===== config.mk =====
export PLATFORM = sky130hd
export DESIGN_NAME = xor_checked_frame_deframer
export DESIGN_NICKNAME = d
export VERILOG_FILES = /design/src/design/xcfd_pkg.sv /design/src/design/xor_checked_frame_deframer.sv
export SDC_FILE = /design/constraint.sdc
export NUM_CORES = 1
export LEC_CHECK = 0
export ABC_AREA = 1
export BUFFER_PORTS_ARGS = -buffer_cell sky130_fd_sc_hd__buf_2
export CAP_MARGIN = 20
export CORE_MARGIN = 4
export CORE_UTILIZATION = 54
export DETAILED_ROUTE_END_ITERATION = 7
export GPL_TIMING_DRIVEN = 1
export HOLD_SLACK_MARGIN = 0.15
export PLACE_DENSITY = 0.8
export SKIP_LAST_GASP = 1
export SLEW_MARGIN = 20
export SYNTH_ARGS = -nofsm -noshare
export SYNTH_HDL_FRONTEND = slang
export SYNTH_SLANG_ARGS = --single-unit
export TNS_END_PERCENT = 50

===== constraint.sdc =====
create_clock -name aclk -period 2.6 [get_ports aclk]
set_clock_uncertainty 0.1 [all_clocks]
set_input_delay 0.52 -clock aclk [delete_from_list [all_inputs] [get_ports aclk]]
set_output_delay 0.52 -clock aclk [all_outputs]
set_load 0.02 [all_outputs]

===== src/design/xcfd_pkg.sv =====
// Types and constants for the XOR-checked frame deframer.
// No dependencies; used by the top level and its checker.
`default_nettype none

package xcfd_pkg;

    // Result kinds
    localparam logic [1:0] KIND_DATA   = 2'd0;
    localparam logic [1:0] KIND_GOOD   = 2'd1;
    localparam logic [1:0] KIND_ZEROLN = 2'd2;
    localparam logic [1:0] KIND_BADSUM = 2'd3;

    // Register map, selected by paddr[2]
    localparam logic REG_START_FIRST  = 1'b0;
    localparam logic REG_START_SECOND = 1'b1;

    localparam logic [7:0] START_FIRST_RST  = 8'haa;
    localparam logic [7:0] START_SECOND_RST = 8'h55;

    typedef enum logic [5:0] {
        PH_SOF_A    = 6'b000001,
        PH_SOF_B    = 6'b000010,
        PH_LENGTH   = 6'b000100,
        PH_CMD      = 6'b001000,
        PH_PAYLOAD  = 6'b010000,
        PH_CHECK    = 6'b100000
    } phase_t;

endpackage

`default_nettype wire


===== src/design/xor_checked_frame_deframer.sv =====
// XOR-checked frame deframer: start-byte hunt, length/command parse, running XOR check.
// A byte on s_rx_byte reaches the m_ ports through the input reg and the result reg;
// the parser step sits between them. Throughput: one byte per cycle while the result
// slot is free. Reset (aresetn low, synchronous): hunt for first start byte, both stages
// empty, start bytes back to 0xaa and 0x55. Depends on xcfd_pkg.
`default_nettype none

module xor_checked_frame_deframer
    import xcfd_pkg::*;
(
    input  logic        aclk,
    input  logic        aresetn,
    input  logic        psel,
    input  logic        penable,
    input  logic        pwrite,
    input  logic [2:0]  paddr,
    input  logic [31:0] pwdata,
    output logic [31:0] prdata,
    output logic        pready,
    input  logic        s_valid,
    output logic        s_ready,
    input  logic [7:0]  s_rx_byte,
    output logic        m_valid,
    input  logic        m_ready,
    output logic [1:0]  m_kind,
    output logic [7:0]  m_command,
    output logic [7:0]  m_data_byte,
    output logic [7:0]  m_frame_pos
);

    logic [7:0] start_first_reg;
    logic [7:0] start_second_reg;
    logic       cfg_write;
    logic [7:0] cfg_rd;

    logic       in_valid_reg;
    logic [7:0] in_byte_reg;
    logic       out_free;
    logic       step;

    phase_t     phase_reg, phase_next;
    logic [7:0] len_reg, len_next;
    logic [7:0] cmd_reg, cmd_next;
    logic [7:0] cnt_reg, cnt_next;
    logic [7:0] chk_reg, chk_next;
    logic [7:0] len_minus1;
    logic [7:0] cnt_plus1;

    logic       emit;
    logic [1:0] e_kind;
    logic [7:0] e_cmd;
    logic [7:0] e_data;
    logic [7:0] e_len;

    logic       m_valid_reg;
    logic [1:0] m_kind_reg;
    logic [7:0] m_command_reg;
    logic [7:0] m_data_byte_reg;
    logic [7:0] m_frame_pos_reg;

    // Configuration port
    assign pready    = 1'b1;
    assign cfg_write = psel && penable && pwrite;

    always_ff @(posedge aclk) begin
        if (!aresetn) begin
            start_first_reg  <= START_FIRST_RST;
            start_second_reg <= START_SECOND_RST;
        end else if (cfg_write) begin
            case (paddr[2])
                REG_START_FIRST:  start_first_reg  <= pwdata[7:0];
                REG_START_SECOND: start_second_reg <= pwdata[7:0];
                default: ;
            endcase
        end
    end

    always_comb begin
        case (paddr[2])
            REG_START_FIRST:  cfg_rd = start_first_reg;
            REG_START_SECOND: cfg_rd = start_second_reg;
            default:          cfg_rd = 8'd0;
        endcase
    end
    assign prdata = {24'd0, cfg_rd};

    // Pipeline control: the input stage advances whenever the result slot is free
    assign out_free = !m_valid_reg || m_ready;
    assign step     = in_valid_reg && out_free;
    assign s_ready  = !in_valid_reg || out_free;

    always_ff @(posedge aclk) begin
        if (!aresetn) begin
            in_valid_reg <= 1'b0;
        end else if (s_valid && s_ready) begin
            in_valid_reg <= 1'b1;
        end else if (step) begin
            in_valid_reg <= 1'b0;
        end
    end

    always_ff @(posedge aclk) begin
        if (s_valid && s_ready) begin
            in_byte_reg <= s_rx_byte;
        end
    end

    // Parser step
    assign len_minus1 = 8'(len_reg - 8'd1);
    assign cnt_plus1  = 8'(cnt_reg + 8'd1);

    always_comb begin
        phase_next = PH_SOF_A;
        len_next   = len_reg;
        cmd_next   = cmd_reg;
        cnt_next   = cnt_reg;
        chk_next   = chk_reg;
        emit       = 1'b0;
        e_kind     = KIND_DATA;
        e_cmd      = 8'd0;
        e_data     = 8'd0;
        e_len      = 8'd0;
        case (phase_reg)
            PH_SOF_B: begin
                // a wrong second byte is not retried as a first start byte
                phase_next = (in_byte_reg == start_second_reg) ? PH_LENGTH : PH_SOF_A;
            end
            PH_LENGTH: begin
                len_next = in_byte_reg;
                if (in_byte_reg == 8'd0) begin
                    emit       = 1'b1;
                    e_kind     = KIND_ZEROLN;
                    phase_next = PH_SOF_A;
                end else begin
                    phase_next = PH_CMD;
                end
            end
            PH_CMD: begin
                cmd_next   = in_byte_reg;
                cnt_next   = 8'd0;
                chk_next   = len_reg ^ in_byte_reg;
                phase_next = (len_reg == 8'd1) ? PH_CHECK : PH_PAYLOAD;
            end
            PH_PAYLOAD: begin
                emit       = 1'b1;
                e_kind     = KIND_DATA;
                e_cmd      = cmd_reg;
                e_data     = in_byte_reg;
                e_len      = cnt_reg;
                chk_next   = chk_reg ^ in_byte_reg;
                cnt_next   = cnt_plus1;
                phase_next = (cnt_plus1 == len_minus1) ? PH_CHECK : PH_PAYLOAD;
            end
            PH_CHECK: begin
                emit       = 1'b1;
                e_kind     = (in_byte_reg == chk_reg) ? KIND_GOOD : KIND_BADSUM;
                e_cmd      = cmd_reg;
                e_len      = len_minus1;
                phase_next = PH_SOF_A;
            end
            default: begin
                phase_next = (in_byte_reg == start_first_reg) ? PH_SOF_B : PH_SOF_A;
            end
        endcase
    end

    always_ff @(posedge aclk) begin
        if (!aresetn) begin
            phase_reg <= PH_SOF_A;
            len_reg   <= 8'd0;
            cmd_reg   <= 8'd0;
            cnt_reg   <= 8'd0;
            chk_reg   <= 8'd0;
        end else if (step) begin
            phase_reg <= phase_next;
            len_reg   <= len_next;
            cmd_reg   <= cmd_next;
            cnt_reg   <= cnt_next;
            chk_reg   <= chk_next;
        end
    end

    // Result register
    always_ff @(posedge aclk) begin
        if (!aresetn) begin
            m_valid_reg <= 1'b0;
        end else if (out_free) begin
            m_valid_reg <= step && emit;
        end
    end

    always_ff @(posedge aclk) begin
        if (step && emit) begin
            m_kind_reg      <= e_kind;
            m_command_reg   <= e_cmd;
            m_data_byte_reg <= e_data;
            m_frame_pos_reg <= e_len;
        end
    end

    assign m_valid     = m_valid_reg;
    assign m_kind      = m_kind_reg;
    assign m_command   = m_command_reg;
    assign m_data_byte = m_data_byte_reg;
    assign m_frame_pos = m_frame_pos_reg;

endmodule

`default_nettype wire


==> results.txt <==
status: finished, final reports clean
Cell Area, Synth: 4710 um2
Initial Util: 0.565
final worst-path cycle share: 0.835
setup TNS: 0 ns
critical path type: register to register
Placed Area: 4990 um2
routed wire length: 10,500 um
Power, Total: 2.57 mW
clock transition at the registers of the reported paths: 0.09 ns
DRT Pass-1 Iters: 5
CTS H-tree lvls: 3
critical path, cell by cell: inv_1, ha_1, nand2_1, nand2_1, nand2_1, nand2_1, nor2_1, nand3_1, nor2_1, nand4_1, nand2_1, nand2_1, a21oi_1
largest net degree at the start of global routing: 36
CP Capture Type: register
Mapped Cells: 603
global-route wire length before repair: 16,700 um
leading cell types in the layout, fill and taps excluded: nand2_1, nor2_1, buf_2
post-route ant nets: 0
worst slack, placed: 0.348 ns
Worst Setup Start Kind: register
crit path DAT: 2.36 ns
via density per instance: 5.22
antenna violations before repair: 0
area leader, netlist: dfxtp_1
RSZ-0062 raised after global routing: no
core area: 8340 um2
worst stage delay on the critical path: 0.46 ns
Worst path most repeated cell: nand2_1
Resized cells post-CTS: 0
Layout area overhead: 9.42%
final max-slew violation count: 0
#FFs+latches synth: 90
Post-CTS Setup Repair Bufs: 0
number of hold buffers added after cts: 0
Yosys top cell area share: 0.238
layout cell share with drive strength beyond 1: 0.180
Max-Cap Viols: 0
die width: 101 um
Max Freq: 0.461 GHz
die area: 10,300 um2
main flop type after synthesis: dfxtp_1
Syn Area/Cell: 7.82 um2
number of global-route vias before repair: 3,594
CP max FO: 8
die height: 101 um
wire per inst: 13.7 um
routability cong.: 0.977
fin area: 5160 um2
Async SR Flop Fraction: 0
power per cell area: 499 nW/um2
Final Hold Viols: 0
final-stage net count: 710
minimum clock period: 2.17 ns
maximum VDD drop: 0.279 mV
register area share after synthesis: 0.454
Num CTS Buffers: 9
Data required, critical path: 2.79 ns
CTS root buf: clkbuf_8
post-route setup slack: 0.429 ns
EDFF count, synth: 34
Synth area leaders: dfxtp_1, edfxtp_1, nand2_1, nor2_1, inv_1
Max clock buf depth: 2
Synth cell types: 37
most common cell after layout, fill and taps aside: nand2_1
Top delay family on crit path: simple AND/OR/NAND/NOR gates
final setup fails: 0
clk_lat worst skew: 0.36 ns
Worst Tran Pin Value: 0.800 ns
Ys Warns: 0
antenna fix cells: 0
vias: 4,006
Residual DRC: 0
std cell rows: 33
I/O pin count: 111
all-layer global routing usage: 0.204
CTS tree: built
DR iter-0 viols: 230
DP HPWL: 7680 um
Hold Path Class: input pin to register
Worst slew margin: 0.466
clock sink count: 90
Slowest-stage cell, CP: dfxtp_1
leakage power: 2.36 nW
gr ovfl total: 0
Port Buffer Count: 59
CP bufs+invs: 1
-- area by class of cell --
cell class	count	area, um2
Clock buffer	10	128
Clock inverter	6	42.5
Fill cell	744	3180
Inverter	66	251
Multi-Input combinational cell	424	2110
Sequential cell	90	2140
Tap cell	105	131
Timing Repair Buffer	66	348
-- metal layers --
layer | global-route usage | wire length, um | vias to the layer above
met4 | 0.0982 | 277 | 0
met1 | 0.270 | 4470 | 1795
met3 | 0.0337 | 938 | 25
li1 | - | - | 1988
met5 | 0 | 0 | -
met2 | 0.325 | 4820 | 198
-- synthesized netlist by cell type, types with 2 or more instances --
library cell	count
o21ai_2	8
ha_1	3
o21ai_0	29
nor4_1	4
a21oi_1	31
xnor2_1	17
nand4_1	9
xor2_1	17
buf_6	2
o22ai_1	6
nor2_1	71
o21ai_1	15
buf_2	5
conb_1	2
nand2_2	8
dfxtp_1	56
nand3_1	25
nand2_1	137
inv_1	56
nor3_1	2
inv_2	7
nor2_8	2
buf_4	26
edfxtp_1	34
clkbuf_1	13
nor2_2	7
-- logic make-up (layout without fill, tap and decap cells) --
| kind of cell | count (synthesis) | count (layout) | synth area share |
|---|---|---|---|
| AO/OA/AOI/OAI | 91 | 91 | 0.106 |
| XOR/XNOR | 34 | 34 | 0.0632 |
| adder cells (fa/ha/maj) | 3 | 3 | 0.00796 |
| buffers and inverters | 112 | 148 | 0.115 |
| flip-flops | 90 | 90 | 0.454 |
| other | 2 | 25 | 0.00159 |
| AND/OR/NAND/NOR | 271 | 271 | 0.252 |
-- metrics by stage --
step                instances  hold WS, ns  utilization
floorplan                 626        0.352            -
global placement          751        0.365        0.598
detailed placement        751        0.379        0.598
CTS                       767        0.227        0.618
global route              767        0.227        0.618
finish                    767        0.234        0.618
-- report_power, final --
part           leakage, nW  switching (mW)  internal [mW]  total [mW]
logic                 1.48           0.146         0.0675       0.213
clock network       0.0827           0.500          0.349       0.849
registers            0.791          0.0345           1.48        1.51
total                 2.36           0.680           1.89        2.57
-- path summary, 6_finish.rpt --
check	startpoint	end	slack [ns]	cells past startpoint
worst min-delay path	s_rx_byte[1]	in_byte_reg[1]$_DFFE_PP_	0.23	1
worst max-delay path	len_reg[0]$_SDFFE_PN0P_	phase_reg[5]$_SDFFE_PN0P_	0.43	13
worst min register to register	cnt_reg[7]$_SDFFE_PN0P_	cnt_reg[7]$_SDFFE_PN0P_	0.40	2
worst max register to register	len_reg[0]$_SDFFE_PN0P_	phase_reg[5]$_SDFFE_PN0P_	0.43	13
(Power assumes the default switching activity.)
